## src/rtl/sle_pkg.sv

```systemverilog
// ============================================================================
// sle_pkg: shared types, scan codes and keymap tables
// Scan-code set 1 constants, result kinds, sequencer states and the
// lower/upper ASCII keymaps used by the line editor.
// ============================================================================
package sle_pkg;

  // Scan codes (set 1)
  localparam logic [7:0] SC_SHIFT_L     = 8'h2A;
  localparam logic [7:0] SC_SHIFT_R     = 8'h36;
  localparam logic [7:0] SC_SHIFT_L_REL = 8'hAA;
  localparam logic [7:0] SC_SHIFT_R_REL = 8'hB6;
  localparam logic [7:0] SC_CAPS        = 8'h3A;
  localparam logic [7:0] SC_BACKSPACE   = 8'h0E;
  localparam logic [7:0] SC_ENTER       = 8'h1C;
  localparam logic [7:0] SC_RIGHT       = 8'h4D;
  localparam logic [7:0] SC_LEFT        = 8'h4B;

  // Result kinds
  typedef enum logic [2:0] {
    KIND_ECHO  = 3'd0,
    KIND_ERASE = 3'd1,
    KIND_LINE  = 3'd2,
    KIND_EMPTY = 3'd3,
    KIND_OVF   = 3'd4
  } kind_t;

  // Decoded key action
  typedef enum logic [2:0] {
    ACT_NONE,
    ACT_SHIFT_ON,
    ACT_SHIFT_OFF,
    ACT_CAPS,
    ACT_ERASE,
    ACT_ENTER,
    ACT_CHAR
  } act_t;

  typedef struct packed {
    act_t       act;
    logic [6:0] ch;
  } dec_t;

  // Sequencer states
  typedef enum logic [1:0] {
    ST_IDLE,
    ST_DEC,
    ST_RD,
    ST_SEND
  } state_t;

  function automatic logic [6:0] lower_char(input logic [5:0] idx);
    logic [6:0] c;
    unique case (idx)
      6'd1:  c = 7'd27;
      6'd2:  c = 7'd49;
      6'd3:  c = 7'd50;
      6'd4:  c = 7'd51;
      6'd5:  c = 7'd52;
      6'd6:  c = 7'd53;
      6'd7:  c = 7'd54;
      6'd8:  c = 7'd55;
      6'd9:  c = 7'd56;
      6'd10: c = 7'd57;
      6'd11: c = 7'd48;
      6'd12: c = 7'd45;
      6'd13: c = 7'd61;
      6'd14: c = 7'd8;
      6'd15: c = 7'd9;
      6'd16: c = 7'd113;
      6'd17: c = 7'd119;
      6'd18: c = 7'd101;
      6'd19: c = 7'd114;
      6'd20: c = 7'd116;
      6'd21: c = 7'd121;
      6'd22: c = 7'd117;
      6'd23: c = 7'd105;
      6'd24: c = 7'd111;
      6'd25: c = 7'd112;
      6'd26: c = 7'd91;
      6'd27: c = 7'd93;
      6'd28: c = 7'd10;
      6'd30: c = 7'd97;
      6'd31: c = 7'd115;
      6'd32: c = 7'd100;
      6'd33: c = 7'd102;
      6'd34: c = 7'd103;
      6'd35: c = 7'd104;
      6'd36: c = 7'd106;
      6'd37: c = 7'd107;
      6'd38: c = 7'd108;
      6'd39: c = 7'd59;
      6'd40: c = 7'd39;
      6'd41: c = 7'd96;
      6'd43: c = 7'd92;
      6'd44: c = 7'd122;
      6'd45: c = 7'd120;
      6'd46: c = 7'd99;
      6'd47: c = 7'd118;
      6'd48: c = 7'd98;
      6'd49: c = 7'd110;
      6'd50: c = 7'd109;
      6'd51: c = 7'd44;
      6'd52: c = 7'd46;
      6'd53: c = 7'd47;
      6'd55: c = 7'd42;
      6'd57: c = 7'd32;
      default: c = 7'd0;
    endcase
    return c;
  endfunction

  function automatic logic [6:0] upper_char(input logic [5:0] idx);
    logic [6:0] c;
    unique case (idx)
      6'd1:  c = 7'd27;
      6'd2:  c = 7'd33;
      6'd3:  c = 7'd64;
      6'd4:  c = 7'd35;
      6'd5:  c = 7'd36;
      6'd6:  c = 7'd37;
      6'd7:  c = 7'd94;
      6'd8:  c = 7'd38;
      6'd9:  c = 7'd42;
      6'd10: c = 7'd40;
      6'd11: c = 7'd41;
      6'd12: c = 7'd95;
      6'd13: c = 7'd43;
      6'd14: c = 7'd8;
      6'd15: c = 7'd9;
      6'd16: c = 7'd81;
      6'd17: c = 7'd87;
      6'd18: c = 7'd69;
      6'd19: c = 7'd82;
      6'd20: c = 7'd84;
      6'd21: c = 7'd89;
      6'd22: c = 7'd85;
      6'd23: c = 7'd73;
      6'd24: c = 7'd79;
      6'd25: c = 7'd80;
      6'd26: c = 7'd123;
      6'd27: c = 7'd125;
      6'd28: c = 7'd10;
      6'd30: c = 7'd65;
      6'd31: c = 7'd83;
      6'd32: c = 7'd68;
      6'd33: c = 7'd70;
      6'd34: c = 7'd71;
      6'd35: c = 7'd72;
      6'd36: c = 7'd74;
      6'd37: c = 7'd75;
      6'd38: c = 7'd76;
      6'd39: c = 7'd58;
      6'd40: c = 7'd34;
      6'd41: c = 7'd126;
      6'd43: c = 7'd124;
      6'd44: c = 7'd90;
      6'd45: c = 7'd88;
      6'd46: c = 7'd67;
      6'd47: c = 7'd86;
      6'd48: c = 7'd66;
      6'd49: c = 7'd78;
      6'd50: c = 7'd77;
      6'd51: c = 7'd60;
      6'd52: c = 7'd62;
      6'd53: c = 7'd63;
      6'd55: c = 7'd42;
      6'd57: c = 7'd32;
      default: c = 7'd0;
    endcase
    return c;
  endfunction

endpackage

```

## src/rtl/sle_key_decode.sv

```systemverilog
// ============================================================================
// sle_key_decode: scan code classifier
// Maps one scan code plus shift/caps state to a key action and character.
// ============================================================================
module sle_key_decode
  import sle_pkg::*;
(
  input  logic [7:0] code,
  input  logic       shift_held,
  input  logic       caps_on,
  output dec_t       dec
);

  logic [6:0] ch;

  // shift XOR caps picks the upper map; entries past the table read as zero
  assign ch = (shift_held ^ caps_on) ? upper_char(code[5:0]) : lower_char(code[5:0]);

  always_comb begin
    dec.ch = ch;
    priority if (code == SC_SHIFT_L || code == SC_SHIFT_R) begin
      dec.act = ACT_SHIFT_ON;
    end else if (code == SC_SHIFT_L_REL || code == SC_SHIFT_R_REL) begin
      dec.act = ACT_SHIFT_OFF;
    end else if (code == SC_RIGHT || code == SC_LEFT) begin
      dec.act = ACT_NONE;
    end else if (code == SC_CAPS) begin
      dec.act = ACT_CAPS;
    end else if (code == SC_BACKSPACE) begin
      dec.act = ACT_ERASE;
    end else if (code[7]) begin
      dec.act = ACT_NONE;
    end else if (code == SC_ENTER) begin
      dec.act = ACT_ENTER;
    end else if (!code[6] && ch != 7'd0) begin
      dec.act = ACT_CHAR;
    end else begin
      dec.act = ACT_NONE;
    end
  end

endmodule

```

## src/rtl/sle_line_ram.sv

```systemverilog
// ============================================================================
// sle_line_ram: line character store
// One write port, one read port with registered read data.
// ============================================================================
module sle_line_ram #(
  parameter int DEPTH = 64,
  localparam int AW = $clog2(DEPTH)
) (
  input  logic          clk,
  input  logic          we,
  input  logic [AW-1:0] waddr,
  input  logic [6:0]    wdata,
  input  logic          re,
  input  logic [AW-1:0] raddr,
  output logic [6:0]    rdata
);

  logic [6:0] mem [DEPTH];

  always_ff @(posedge clk) begin
    if (we) begin
      mem[waddr] <= wdata;
    end
  end

  always_ff @(posedge clk) begin
    if (re) begin
      rdata <= mem[raddr];
    end
  end

endmodule

```

## src/rtl/scancode_line_editor.sv

```systemverilog
// ============================================================================
// scancode_line_editor: scan-code set 1 to ASCII line editor
// Decodes key presses, keeps a line buffer, echoes, erases and submits lines.
// ============================================================================
// Each request carries one raw set 1 scan code byte. Shift (0x2A/0x36 press,
// 0xAA/0xB6 release) and caps lock (0x3A press toggles) are tracked; shift XOR
// caps selects the upper keymap, symbols included. A printable press is
// written into the line buffer and echoed (kind 0); a press with a full buffer
// is dropped and reported as overflow (kind 4). Backspace (0x0E) removes the
// last character (kind 1), and does nothing on an empty line. Enter (0x1C)
// plays the whole line back one character per result (kind 2, last set on the
// final one) and empties the buffer; an empty line gives one kind 3 result.
// Arrow keys, other releases and unmapped codes give no result. The block
// takes one request at a time and is not ready until it has finished with it;
// a result is held until the consumer takes it. A line submit plays back
// through the single read port of the line buffer: each character is read
// (ST_RD) and then presented (ST_SEND) before the next one is read. No
// clearing pass is needed after reset.
module scancode_line_editor
  import sle_pkg::*;
#(
  parameter int LINE_DEPTH = 64
) (
  input  logic       clk,
  input  logic       rst_n,
  input  logic       in_valid,
  output logic       in_ready,
  input  logic [7:0] in_scan_code,
  output logic       out_valid,
  input  logic       out_ready,
  output logic [2:0] out_kind,
  output logic [6:0] out_char_code,
  output logic [6:0] out_line_length,
  output logic       out_last
);

  localparam int AW = $clog2(LINE_DEPTH);      // buffer address width
  localparam int FW = $clog2(LINE_DEPTH + 1);  // fill count width (holds DEPTH)

  // length fields are 7 bits wide; wider fill counts wrap to their low 7 bits
  function automatic logic [6:0] to_len(input logic [FW-1:0] v);
    logic [FW+6:0] ext;
    ext = {7'd0, v};
    return ext[6:0];
  endfunction

  state_t        state_r, state_nxt;
  logic [7:0]    code_r, code_nxt;
  logic          shift_r, shift_nxt;
  logic          caps_r, caps_nxt;
  logic [FW-1:0] fill_r, fill_nxt;
  logic [FW-1:0] idx_r, idx_nxt;
  logic [FW-1:0] idx_inc;
  logic          out_valid_r, out_valid_nxt;
  kind_t         out_kind_r, out_kind_nxt;
  logic [6:0]    out_char_r, out_char_nxt;
  logic [6:0]    out_len_r, out_len_nxt;
  logic          out_last_r, out_last_nxt;

  dec_t          dec;
  logic          line_empty;
  logic          line_full;

  logic          ram_we;
  logic [AW-1:0] ram_waddr;
  logic [6:0]    ram_wdata;
  logic          ram_re;
  logic [AW-1:0] ram_raddr;
  logic [6:0]    ram_rdata;

  sle_key_decode u_dec (
    .code       (code_r),
    .shift_held (shift_r),
    .caps_on    (caps_r),
    .dec        (dec)
  );

  sle_line_ram #(.DEPTH(LINE_DEPTH)) u_ram (
    .clk   (clk),
    .we    (ram_we),
    .waddr (ram_waddr),
    .wdata (ram_wdata),
    .re    (ram_re),
    .raddr (ram_raddr),
    .rdata (ram_rdata)
  );

  assign line_empty = (fill_r == '0);
  assign line_full  = (fill_r == FW'(LINE_DEPTH));
  assign idx_inc    = idx_r + 1'b1;

  assign in_ready        = (state_r == ST_IDLE);
  assign out_valid       = out_valid_r;
  assign out_kind        = out_kind_r;
  assign out_char_code   = out_char_r;
  assign out_line_length = out_len_r;
  assign out_last        = out_last_r;

  // ---------------- next state ----------------
  always_comb begin
    state_nxt = state_r;
    unique case (state_r)
      ST_IDLE: begin
        if (in_valid) begin
          state_nxt = ST_DEC;
        end
      end
      ST_DEC: begin
        unique case (dec.act)
          ACT_ERASE: state_nxt = line_empty ? ST_IDLE : ST_SEND;
          ACT_ENTER: state_nxt = line_empty ? ST_SEND : ST_RD;
          ACT_CHAR:  state_nxt = ST_SEND;
          default:   state_nxt = ST_IDLE;
        endcase
      end
      ST_RD: state_nxt = ST_SEND;
      ST_SEND: begin
        if (out_ready) begin
          // more line characters to play back: go read the next one
          state_nxt = (out_kind_r == KIND_LINE && !out_last_r) ? ST_RD : ST_IDLE;
        end
      end
      default: state_nxt = ST_IDLE;
    endcase
  end

  // ---------------- datapath and outputs ----------------
  always_comb begin
    code_nxt      = code_r;
    shift_nxt     = shift_r;
    caps_nxt      = caps_r;
    fill_nxt      = fill_r;
    idx_nxt       = idx_r;
    out_valid_nxt = out_valid_r;
    out_kind_nxt  = out_kind_r;
    out_char_nxt  = out_char_r;
    out_len_nxt   = out_len_r;
    out_last_nxt  = out_last_r;
    ram_we        = 1'b0;
    ram_waddr     = fill_r[AW-1:0];
    ram_wdata     = dec.ch;
    ram_re        = 1'b0;
    ram_raddr     = '0;

    unique case (state_r)
      ST_IDLE: begin
        if (in_valid) begin
          code_nxt = in_scan_code;
        end
      end
      ST_DEC: begin
        unique case (dec.act)
          ACT_SHIFT_ON:  shift_nxt = 1'b1;
          ACT_SHIFT_OFF: shift_nxt = 1'b0;
          ACT_CAPS:      caps_nxt  = ~caps_r;
          ACT_ERASE: begin
            if (!line_empty) begin
              fill_nxt      = fill_r - 1'b1;
              out_valid_nxt = 1'b1;
              out_kind_nxt  = KIND_ERASE;
              out_char_nxt  = 7'd0;
              out_len_nxt   = to_len(fill_r - 1'b1);
              out_last_nxt  = 1'b1;
            end
          end
          ACT_ENTER: begin
            if (line_empty) begin
              out_valid_nxt = 1'b1;
              out_kind_nxt  = KIND_EMPTY;
              out_char_nxt  = 7'd0;
              out_len_nxt   = 7'd0;
              out_last_nxt  = 1'b1;
            end else begin
              // start playback at entry zero
              idx_nxt   = '0;
              ram_re    = 1'b1;
              ram_raddr = '0;
            end
          end
          ACT_CHAR: begin
            out_valid_nxt = 1'b1;
            out_char_nxt  = dec.ch;
            out_last_nxt  = 1'b1;
            if (line_full) begin
              out_kind_nxt = KIND_OVF;
              out_len_nxt  = to_len(fill_r);
            end else begin
              ram_we       = 1'b1;
              fill_nxt     = fill_r + 1'b1;
              out_kind_nxt = KIND_ECHO;
              out_len_nxt  = to_len(fill_r + 1'b1);
            end
          end
          default: begin
          end
        endcase
      end
      ST_RD: begin
        // read data for idx_r is ready
        out_valid_nxt = 1'b1;
        out_kind_nxt  = KIND_LINE;
        out_char_nxt  = ram_rdata;
        out_len_nxt   = to_len(fill_r);
        out_last_nxt  = (idx_inc == fill_r);
      end
      ST_SEND: begin
        if (out_ready) begin
          out_valid_nxt = 1'b0;
          if (out_kind_r == KIND_LINE) begin
            if (out_last_r) begin
              fill_nxt = '0;
            end else begin
              idx_nxt   = idx_inc;
              ram_re    = 1'b1;
              ram_raddr = idx_inc[AW-1:0];
            end
          end
        end
      end
      default: begin
      end
    endcase
  end

  // ---------------- registers ----------------
  always_ff @(posedge clk) begin
    if (!rst_n) begin
      state_r     <= ST_IDLE;
      shift_r     <= 1'b0;
      caps_r      <= 1'b0;
      fill_r      <= '0;
      out_valid_r <= 1'b0;
    end else begin
      state_r     <= state_nxt;
      shift_r     <= shift_nxt;
      caps_r      <= caps_nxt;
      fill_r      <= fill_nxt;
      out_valid_r <= out_valid_nxt;
    end
  end

  always_ff @(posedge clk) begin
    code_r     <= code_nxt;
    idx_r      <= idx_nxt;
    out_kind_r <= out_kind_nxt;
    out_char_r <= out_char_nxt;
    out_len_r  <= out_len_nxt;
    out_last_r <= out_last_nxt;
  end

`ifndef SYNTHESIS
  a_fill_bound: assert property (@(posedge clk) disable iff (!rst_n)
    fill_r <= FW'(LINE_DEPTH))
    else $error("line fill exceeds buffer depth");

  a_no_accept_while_busy: assert property (@(posedge clk) disable iff (!rst_n)
    out_valid_r |-> !in_ready)
    else $error("request accepted while a result is pending");

  a_clear_after_submit: assert property (@(posedge clk) disable iff (!rst_n)
    (out_valid && out_ready && out_kind_r == KIND_LINE && out_last_r) |=> fill_r == '0)
    else $error("line not cleared after submit");

  a_read_in_range: assert property (@(posedge clk) disable iff (!rst_n)
    (state_r == ST_RD) |-> (idx_r < fill_r))
    else $error("playback index past line fill");
`endif

endmodule
```

## config.mk

```make
export PLATFORM = sky130hd
export DESIGN_NAME = scancode_line_editor
export DESIGN_NICKNAME = d
export VERILOG_FILES = /design/src/rtl/sle_pkg.sv /design/src/rtl/sle_key_decode.sv /design/src/rtl/sle_line_ram.sv /design/src/rtl/scancode_line_editor.sv
export SDC_FILE = /design/constraint.sdc
export NUM_CORES = 1
export LEC_CHECK = 0
export BUFFER_PORTS_ARGS = -buffer_cell sky130_fd_sc_hd__clkbuf_2
export CAP_MARGIN = 20
export CORE_MARGIN = 2
export CORE_UTILIZATION = 57
export DETAILED_ROUTE_END_ITERATION = 7
export GPL_TIMING_DRIVEN = 0
export PLACE_DENSITY = 0.81
export SLEW_MARGIN = 20
export SYNTH_ARGS = -nofsm -noshare
export SYNTH_HDL_FRONTEND = slang
export SYNTH_SLANG_ARGS = --single-unit
```

## constraint.sdc

```tcl
create_clock -name clk -period 3.3 [get_ports clk]
set_input_delay 0.66 -clock clk [delete_from_list [all_inputs] [get_ports clk]]
set_output_delay 0.66 -clock clk [all_outputs]
set_load 0.1 [all_outputs]
```

Word-level counts from Yosys, hierarchy flattened
Memories as Yosys holds them, arrays and structs flattened. A register that Yosys moved wholly into a read port is not among the register bits.
Index checks and enable logic that the tools add are counted.
Word-level totals
  register bits: 45
  memory bits (writable): 448
  memory bits (read-only): 896
  input port bits: 12
  output and inout bits: 20
  logic and storage cells: 136
  memories: 3
Memories
  (no name shown): words 64, width 7, rd ports 1, clocked after memory_dff 1, wr ports 0, RTL line sle_pkg.sv:54  | unique case (idx)
  (no name shown): words 64, width 7, rd ports 1, clocked after memory_dff 1, wr ports 0, RTL line sle_pkg.sv:115  | unique case (idx)
  u_ram.mem: words 64, width 7, rd ports 1, clocked after memory_dff 1, wr ports 1, RTL line sle_line_ram.sv:18  | logic [6:0] mem [DEPTH];
Operators by class
  add/subtract/negate cells: 3
  eq/ne operators: 32
  muxes and demuxes: 63
  bitwise gates (word level): 2
  reductions and logical operators: 22
Operator list (count)
  two-way mux 7 bit: 12
  case mux 7 bit (2 select lines): 5
  case mux 7 bit (3 select lines): 2
  two-way mux 6 bit: 6
  two-way mux 3 bit: 11
  == test 8 x 6 -> 1 bit (second input constant): 3
  == test 8 x 7 -> 1 bit (second input constant): 2
  == test 8 bit (second input constant): 2
  adder 7 x 1 -> 7 bit (second input constant): 2
  two-way mux 1 bit: 14
  != test 2 bit (second input constant): 6
  AND reduction 6 bit: 2
  == test 3 x 2 -> 1 bit (second input constant): 3
  == test 3 bit (second input constant): 3
  case mux 3 bit (3 select lines): 1
  == test 8 x 4 -> 1 bit (second input constant): 1
  == test 8 x 5 -> 1 bit (second input constant): 1
  two-way mux 2 bit: 4
  case mux 2 bit (4 select lines): 1
  AND reduction 2 bit: 4
  == test 7 bit: 1
  == test 7 bit (second input constant): 1
  logical NOT 7 bit: 1
  nonzero test 7 bit: 1
  other kinds (22): 33

Longest topological paths before layout
Gate-level depths: netlist (run 1).
  depth in word-level cells: 17
  mapped depth: 13

Hierarchy
From an unflattened synthesis (run 1), not the netlist that was laid out.
Unflattened totals
  cells, all modules: 1308
  area, all modules: 21829.7 um^2
Modules (own cells, without submodules)
  sle_line_ram: instances 1, cells an instance 827, area an instance 17705.7 um^2, seq. area each 13663.1 um^2
  scancode_line_editor: instances 1, cells an instance 277, area an instance 2697.6 um^2, seq. area each 1231.2 um^2
  sle_key_decode: instances 1, cells an instance 204, area an instance 1426.4 um^2, seq. area each 0.0 um^2

Worst setup path after synthesis (run 1)
OpenSTA, ideal clock, no wires.
  path type: register to register
  start point: reg state_r[1]
  end point: reg (tool-made name)
  setup time: 0.061 ns
  arrival time: 3.385 ns
  data required time: 3.239 ns
  path slack: -0.146 ns
  stages on the path, launching flop included: 13
  path buffers: 2
  period minus slack after synthesis: 3.446 ns
  path through: dfxtp_1 inv_1 ha_1 nand2_1 mux2_2 inv_1 buf_2 ha_1 clkbuf_1 nor2_1 nor3_1 a2111oi_0 a221o_1
RTL lines
  from (decl): RTL line scancode_line_editor.sv:47  | state_t state_r, state_nxt;
  from (signal assigned): RTL line scancode_line_editor.sv:234  | state_r <= state_nxt;

Final worst setup path (run 1)
  start point: reg state_r[0]
  end point: reg u_ram.rdata[2], read port of u_ram.mem (data pin)
On the way
  longest elaborated chain between the ends: 2
  elaborated cells on any way between the ends: 4
Ends and longest elaborated chain
  == test 2 bit / == test 2 x 1 -> 1 bit (equally long branches): RTL line scancode_line_editor.sv:145  | unique case (state_r)
  case mux 1 bit (2 select lines) / two-way mux 6 bit (equally long branches)
  to (decl): RTL line sle_line_ram.sv:15  | output logic [6:0] rdata
Parallel ways exist; a longest one is shown, timed or not.
A chain may end at the register's enable or synchronous reset.

==> flow_metrics.py, run 1 <==
metrics = {
    "status": {
        "status": "complete, but fails checks",
        "violations": "negative setup slack",
    },
    "global_route": {
        "globalRoute.totalOverflow": 0,
        "grt_pass1_vias": 15100,
        "antenna_found_initial": 4,
        "grt_max_degree": 66,
        "track_usage": 0.341,
        "grt_first_pass_wirelength_um": 102000,
    },
    "sta": {
        "fin_ws_ns": -0.0235,
        "rsz0062_at_grt": "true",
        "clock.fmax_ghz": 0.301,
        "tightestPinTransition_ns": 1.27,
        "period_minus_slack_ns": 3.32,
        "fin_crit_sh": 1.01,
        "hold_violations": 0,
        "relSlewSlack": 0.151,
        "setup_tns_ns": -0.0507,
        "maxSlewViolCount": 0,
        "setup_violations": 3,
        "skew_ns": 0.0216,
    },
    "placed_design": {
        "dp_cells": 2189,
        "preCtsSetupSlack_ns": -0.999,
        "io_buffer_count": 30,
        "gp_congestion": 0.942,
        "dp_hpwl_um": 47400,
        "place_area_um2": 23600,
    },
    "critical_path": {
        "crit_path_end_kind": "flop",
        "crit_path_top_delay_cell": "o31ai_4",
        "worst-r2r-cell-count": 10,
        "worstSetupStartpointType": "flop",
        "ff2ff_setup_slack_ns": -0.02,
        "cpPeakStageDelay_ns": 0.45,
        "r2r-end": "u_ram.rdata[2]",
        "cp_max_fo": 10,
        "worst_ep_required_time_ns": 3.67,
        "r2r_start": "state_r[0]",
        "crit_arrival_ns": 3.70,
        "path_class": "flop to flop",
        "crit_chain": "ha_2, nand4bb_4, o31ai_4, buf_4, buf_6, buf_4, o22ai_1, nor3_4, o22ai_1, o31ai_4",
    },
    "power_and_ir_drop": {
        "seqPwrFrac": 0.496,
        "p_int_mw": 11.3,
        "p_leak_nw": 8.58,
        "power_frac_clock": 0.354,
        "ir_drop_mv": 0.389,
        "combPwrFrac": 0.149,
        "total_power_mw": 15.7,
        "swShare": 0.277,
        "switchingPower_mw": 4.36,
        "power_density_nw_per_um2": 603,
    },
    "clock_tree": {
        "clock-root-buffer": "clkbuf_16",
        "hold_buffers": 0,
        "h-tree-depth": 2,
        "numCtsBuffers": 48,
        "path_clk_slew_ns": 0.07,
        "cts_tree": "yes",
        "cts.sinks": 514,
        "clock_latency_ns": 0.60,
        "clockBufferDepth": 3,
    },
    "floorplan": {
        "start_util": 0.575,
        "core_um2": 39500,
        "ioPinCount": 32,
        "die_h_um": 204,
        "dieArea_um2": 41500,
        "dieWidth_um": 204,
        "rows": 73,
    },
    "detailed_routing": {
        "drt_first_pass_iters": 6,
        "post_drt_wl_per_cell_um": 31.0,
        "detail-route-antenna-nets": 0,
        "drc": 0,
        "wl_um": 71100,
        "drt-initial-drc-count": 2691,
        "vias": 16100,
        "via_per_inst": 7.02,
    },
    "synth": {
        "syn_area_per_cell_um2": 13.9,
        "synthArstFlopShare": 0,
        "ys_ff_latch": 514,
        "syn_area_um2": 22700,
        "synth-edff-count": 488,
        "syn-num-nets": 1662,
        "ys_dominant_reg_cell": "edfxtp_1",
        "yosysWarnings": 0,
        "synth_cell_types": 100,
        "seq_area_frac_synth": 0.667,
        "synthCells": 1631,
    },
    "finish": {
        "layoutNonFillerInstCount": 2290,
        "layout_commonest_cell": "edfxtp_1",
        "antenna_cells": 0,
        "design_area_um2": 26000,
        "nets": 1759,
        "multi_input_area_um2": 7660,
        "layout-drive-gt1-share": 0.216,
        "syn_to_final_growth_pct": 14.4,
        "seqCellArea_um2": 15200,
        "nFillCells": 2697,
        "most-common-layout-cells": "edfxtp_1 (488), mux2i_1 (92), nand2_1 (83), o21ai_0 (69), nand3_1 (49)",
    },
    "run": {
        "cap_violations": 0,
    },
    "hold_path": {
        "hold_depth": 1,
        "hold_end": "code_r[6]",
        "hp-class": "input pin to flop",
        "hold_path.startpoint": "in_scan_code[6]",
    },
}
==> worst max-delay path by stage <==
stage / endpoint / start / slack (ns)
final: u_ram.rdata[2] / state_r[0] / -0.02
after global routing: flop / state_r[0] / -0.07
after CTS: u_ram.mem[29][6] / fill_r[0] / -0.30
after detailed placement: u_ram.rdata[0] / out_ready / -1.0
after global placement: u_ram.rdata[0] / out_ready / -0.99
after floorplan: flop / state_r[1] / 0.23
==> per-layer routing <==
layer,vias up,GRT usage,share of wire
li1,6715,-,-
met3,196,0.0769,0.13
met5,-,0,0.00069
met4,6,0.122,0.039
met1,7890,0.487,0.38
met2,1272,0.517,0.45
==> critical path: cells and delay by family (launching register included) <==
family	cells	cell delay, ns
adder cells (fa/ha/maj)	1	0.28
AND/OR/NAND/NOR	2	0.55
AO/OA/AOI/OAI	4	1.17
buffers and inverters	3	0.68
flip-flops	1	0.40
==> area by class of cell <==
| type | instances | area share |
|---|---|---|
| buffer | 112 | 0.0233 |
| clock buffer | 59 | 0.0485 |
| clock inverter | 28 | 0.0109 |
| inverter | 15 | 0.00216 |
| multi-input combinational | 986 | 0.295 |
| sequential | 514 | 0.583 |
| tap | 525 | 0.0253 |
| timing repair buffer | 51 | 0.0120 |
==> sequential cells by signal, summed over array words and instances (netlist names), 2 cells and up, named ones only <==
signal and cells:
out_line_length 7, fill_r 7, state_r 2, idx_r 7
out_kind 3, out_char_code 7, code_r 8, u_ram.rdata 7
u_ram.mem 448
==> metrics by stage <==
step	utilization	hold WS, ns
after floorplan	-	0.468
after global placement	0.595	0.500
after detailed placement	0.597	0.520
after CTS	0.647	0.231
after global routing	0.658	0.240
final	0.658	0.238
==> kinds of logic (layout without fill, tap and decap cells) <==
kind of cell / Yosys count / count (layout) / synth area share
DFF: 514 / 514 / 0.667
adders and majority gates: 19 / 19 / 0.0105
muxes: 130 / 130 / 0.0606
and+or+nand+nor: 394 / 394 / 0.0897
AOI/OAI and AO/OA: 424 / 424 / 0.137
xor gates and xnor gates: 19 / 19 / 0.00831
buffers and inverters: 131 / 265 / 0.0260
==> cells in the mapped netlist (6+ instances only) <==
library cell	count	area (µm²)
a211oi_1	40	300
a21o_1	14	105
a21oi_1	45	225
a221o_1	7	70.1
a221oi_1	7	61.3
a22o_1	9	78.8
a22oi_1	15	113
a31oi_1	11	68.8
and2_1	7	43.8
and3_1	7	43.8
buf_1	7	26.3
buf_2	49	245
buf_4	8	60.1
clkbuf_1	51	191
dfxtp_1	26	521
edfxtp_1	488	14700
ha_1	19	238
inv_1	14	52.6
mux2_2	30	338
mux2i_1	95	951
nand2_1	84	315
nand2b_1	8	50.1
nand3_1	55	275
nand3b_1	8	60.1
nand4_1	12	75.1
nor2_1	105	394
nor2b_1	28	175
nor3_1	27	135
nor3b_1	6	45.0
nor4_1	11	68.8
o2111ai_1	14	123
o211ai_1	19	143
o21a_1	6	45.0
o21ai_0	72	360
o221a_2	9	101
o221ai_1	43	377
o22ai_1	34	213
or3_1	8	50.1
xnor2_1	9	78.8
xor2_1	7	61.3
==> power groups by stage <==
stage	clock [mW]	combinational (mW)	sequential, mW
floorplan	0	1.23	8.10
global placement	0	2.12	7.94
detailed placement	0	2.18	7.93
CTS	5.54	2.23	7.79
global route	5.79	2.45	7.81
finish	5.56	2.34	7.79
==> timing repair <==
item,4_1_cts,5_1_grt
buffers inserted,11,7
hold endpoints to repair,0,0
gates resized for setup,107,101
setup endpoints to repair,460,334
pin swaps,13,8
Power figures use the tool's default switching activity.
==> inputs of run 2 (changes only) <==
--- a/config.mk
+++ b/config.mk
@@ -16,3 +16,4 @@
 export SYNTH_ARGS = -nofsm -noshare
 export SYNTH_HDL_FRONTEND = slang
 export SYNTH_SLANG_ARGS = --single-unit
+export TNS_END_PERCENT = 30
==> run 2 against run 1 <==
- non-clock buffer count grew 5
- highest routed layer unchanged
- register-to-register slack lost 0.09 ns
- first-iteration DRC count grew 0.52%
- setup slack lost 0.094 ns
- combinational power is essentially flat
- die area is the same
- clock skew grew 0.0053 ns
- global-route usage is essentially flat
- the run ends with design-rule violations, negative setup slack left
- maximum frequency shrank 2.7%
- wire length is essentially flat
- total power is essentially flat
==> flow_metrics.py, run 2 (synthesis results as in run 1) <==
metrics = {
    "global_route": {
        "gr-max-usage-layer": "met2",
        "met2_usage": 0.513,
        "grt_first_pass_wirelength_um": 102000,
        "globalRoute.totalOverflow": 0,
        "grt_pass1_vias": 15200,
        "track_usage": 0.341,
        "antenna_found_initial": 5,
        "grt_use_met3": 0.0853,
        "grt_max_degree": 66,
        "grt_use_met1": 0.481,
    },
    "sta": {
        "fin_crit_sh": 1.04,
        "hold_violations": 0,
        "setup_violations": 13,
        "skew_ns": 0.0270,
        "relSlewSlack": 0.171,
        "maxSlewViolCount": 0,
        "fin_ws_ns": -0.117,
        "tightestPinTransition_ns": 1.24,
        "clock.fmax_ghz": 0.293,
        "period_minus_slack_ns": 3.42,
        "rsz0062_at_grt": "true",
    },
    "placed_design": {
        "gp_congestion": 0.942,
        "io_buffer_count": 30,
        "dp_hpwl_um": 47400,
        "dp_cells": 2189,
    },
    "floorplan": {
        "ioPinCount": 32,
        "start_util": 0.575,
        "core_um2": 39500,
        "dieWidth_um": 204,
        "die_h_um": 204,
        "dieArea_um2": 41500,
        "rows": 73,
    },
    "critical_path": {
        "cp_max_fo": 10,
        "crit_arrival_ns": 3.81,
        "r2r_start": "state_r[0]",
        "worstSetupStartpointType": "flop",
        "worst_ep_required_time_ns": 3.69,
        "path_class": "flop to flop",
        "crit_start": "state_r[0]",
        "crit_path_end_kind": "flop",
    },
    "clock_tree": {
        "h-tree-depth": 2,
        "hold_buffers": 0,
        "path_clk_slew_ns": 0.07,
        "cts_tree": "yes",
        "clockBufferDepth": 3,
        "cts.sinks": 514,
        "clock_latency_ns": 0.60,
        "clock-root-buffer": "clkbuf_16",
        "numCtsBuffers": 48,
    },
    "finish": {
        "layoutNonFillerInstCount": 2295,
        "layout-drive-gt1-share": 0.207,
        "fin_util": 0.659,
        "syn_to_final_growth_pct": 14.6,
        "layout_commonest_cell": "edfxtp_1",
        "largest_reg_flops": 448,
        "reg.largest.list": "u_ram.mem (448), code_r (8)",
        "antenna_cells": 0,
        "most-common-layout-cells": "edfxtp_1 (488), mux2i_1 (94), nand2_1 (83), o21ai_0 (69), nand3_1 (50)",
        "nets": 1764,
        "regMostFlops": "u_ram.mem",
    },
    "status": {
        "status": "complete, but fails checks",
        "violations": "design-rule violations, negative setup slack",
    },
    "hold_path": {
        "hold_path.startpoint": "in_scan_code[6]",
        "hp-class": "input pin to flop",
    },
    "detailed_routing": {
        "drc": 1,
        "drt_first_pass_iters": 8,
        "vias": 16100,
        "via_per_inst": 7.00,
        "drt-initial-drc-count": 2705,
        "wl_um": 71100,
        "post_drt_wl_per_cell_um": 31.0,
        "detail-route-antenna-nets": 0,
    },
    "run": {
        "cap_violations": 0,
    },
    "power_and_ir_drop": {
        "power_density_nw_per_um2": 602,
        "p_leak_nw": 8.62,
        "ir_drop_mv": 0.386,
    },
}
==> run 2: changes by cell type in the layout (fill, tap and decap cells not counted), sizes merged <==
| cell | before | now |
|---|---|---|
| buf | 77 | 81 |
| clkbuf | 145 | 146 |
==> run 2: worst paths after layout <==
kind | endpoint | slack, ns | cells past startpoint
setup / recovery | u_ram.rdata[1] | -0.12 | 10
hold / removal | code_r[6] | 0.24 | 1
setup reg to reg | u_ram.rdata[1] | -0.12 | 10
hold reg to reg | caps_r | 0.54 | 2
==> run 2: through the flow <==
step / setup TNS [ns] / setup slack [ns] / hold WS [ns] / cell area, µm² / power [mW]
after floorplan: 0 / 0.227 / 0.468 / 22700 / 9.33
after global placement: -97.51 / -0.987 / 0.500 / 23500 / 10.1
after detailed placement: -137.51 / -0.999 / 0.520 / 23600 / 10.1
after CTS: -39.32 / -0.360 / 0.231 / 25600 / 15.6
after global routing: -1.43 / -0.139 / 0.240 / 26100 / 16.0
final: -0.417 / -0.117 / 0.244 / 26100 / 15.7
==> run 2: cell type report <==
| cell class | instances | area (µm²) |
|---|---|---|
| Fill cell | 2689 | 13500 |
| Inverter | 15 | 56.3 |
| Sequential cell | 514 | 15200 |
| Timing Repair Buffer | 52 | 394 |
| Buffer | 116 | 612 |
| Clock inverter | 28 | 283 |
| Clock buffer | 59 | 1260 |
| Tap cell | 525 | 657 |
| Multi-Input combinational cell | 986 | 7610 |
==> run 2: what timing repair did <==
item | 4_1_cts | 5_1_grt
buffers inserted | 11 | 8
setup endpoints to repair | 460 | 333
pin swaps | 13 | 9
resized for setup | 112 | 74
==> run 2: power breakdown <==
part,internal [mW],switching (mW)
sequential,7.71,0.0818
clock,3.06,2.48
combinational,0.570,1.78
total,11.3,4.34
==> run 2: worst max-delay path: stages, from the launching register on <==
cell,delay [ns]
dfxtp_1,0.40
ha_2,0.28
nand4bb_4,0.24
buf_4,0.29
clkbuf_2,0.30
clkbuf_4,0.32
a211oi_1,0.39
o221ai_2,0.21
a41oi_2,0.27
nand4_1,0.26
o21ai_1,0.23
==> run 2: per-layer routing <==
| metal | wire length [µm] | vias to the layer above | share of wire |
|---|---|---|---|
| met4 | 2390 | 10 | 0.034 |
| met5 | 99 | - | 0.0014 |
| met2 | 32300 | 1279 | 0.45 |
| met3 | 9600 | 187 | 0.14 |
| li1 | - | 6720 | - |
| met1 | 26700 | 7868 | 0.38 |
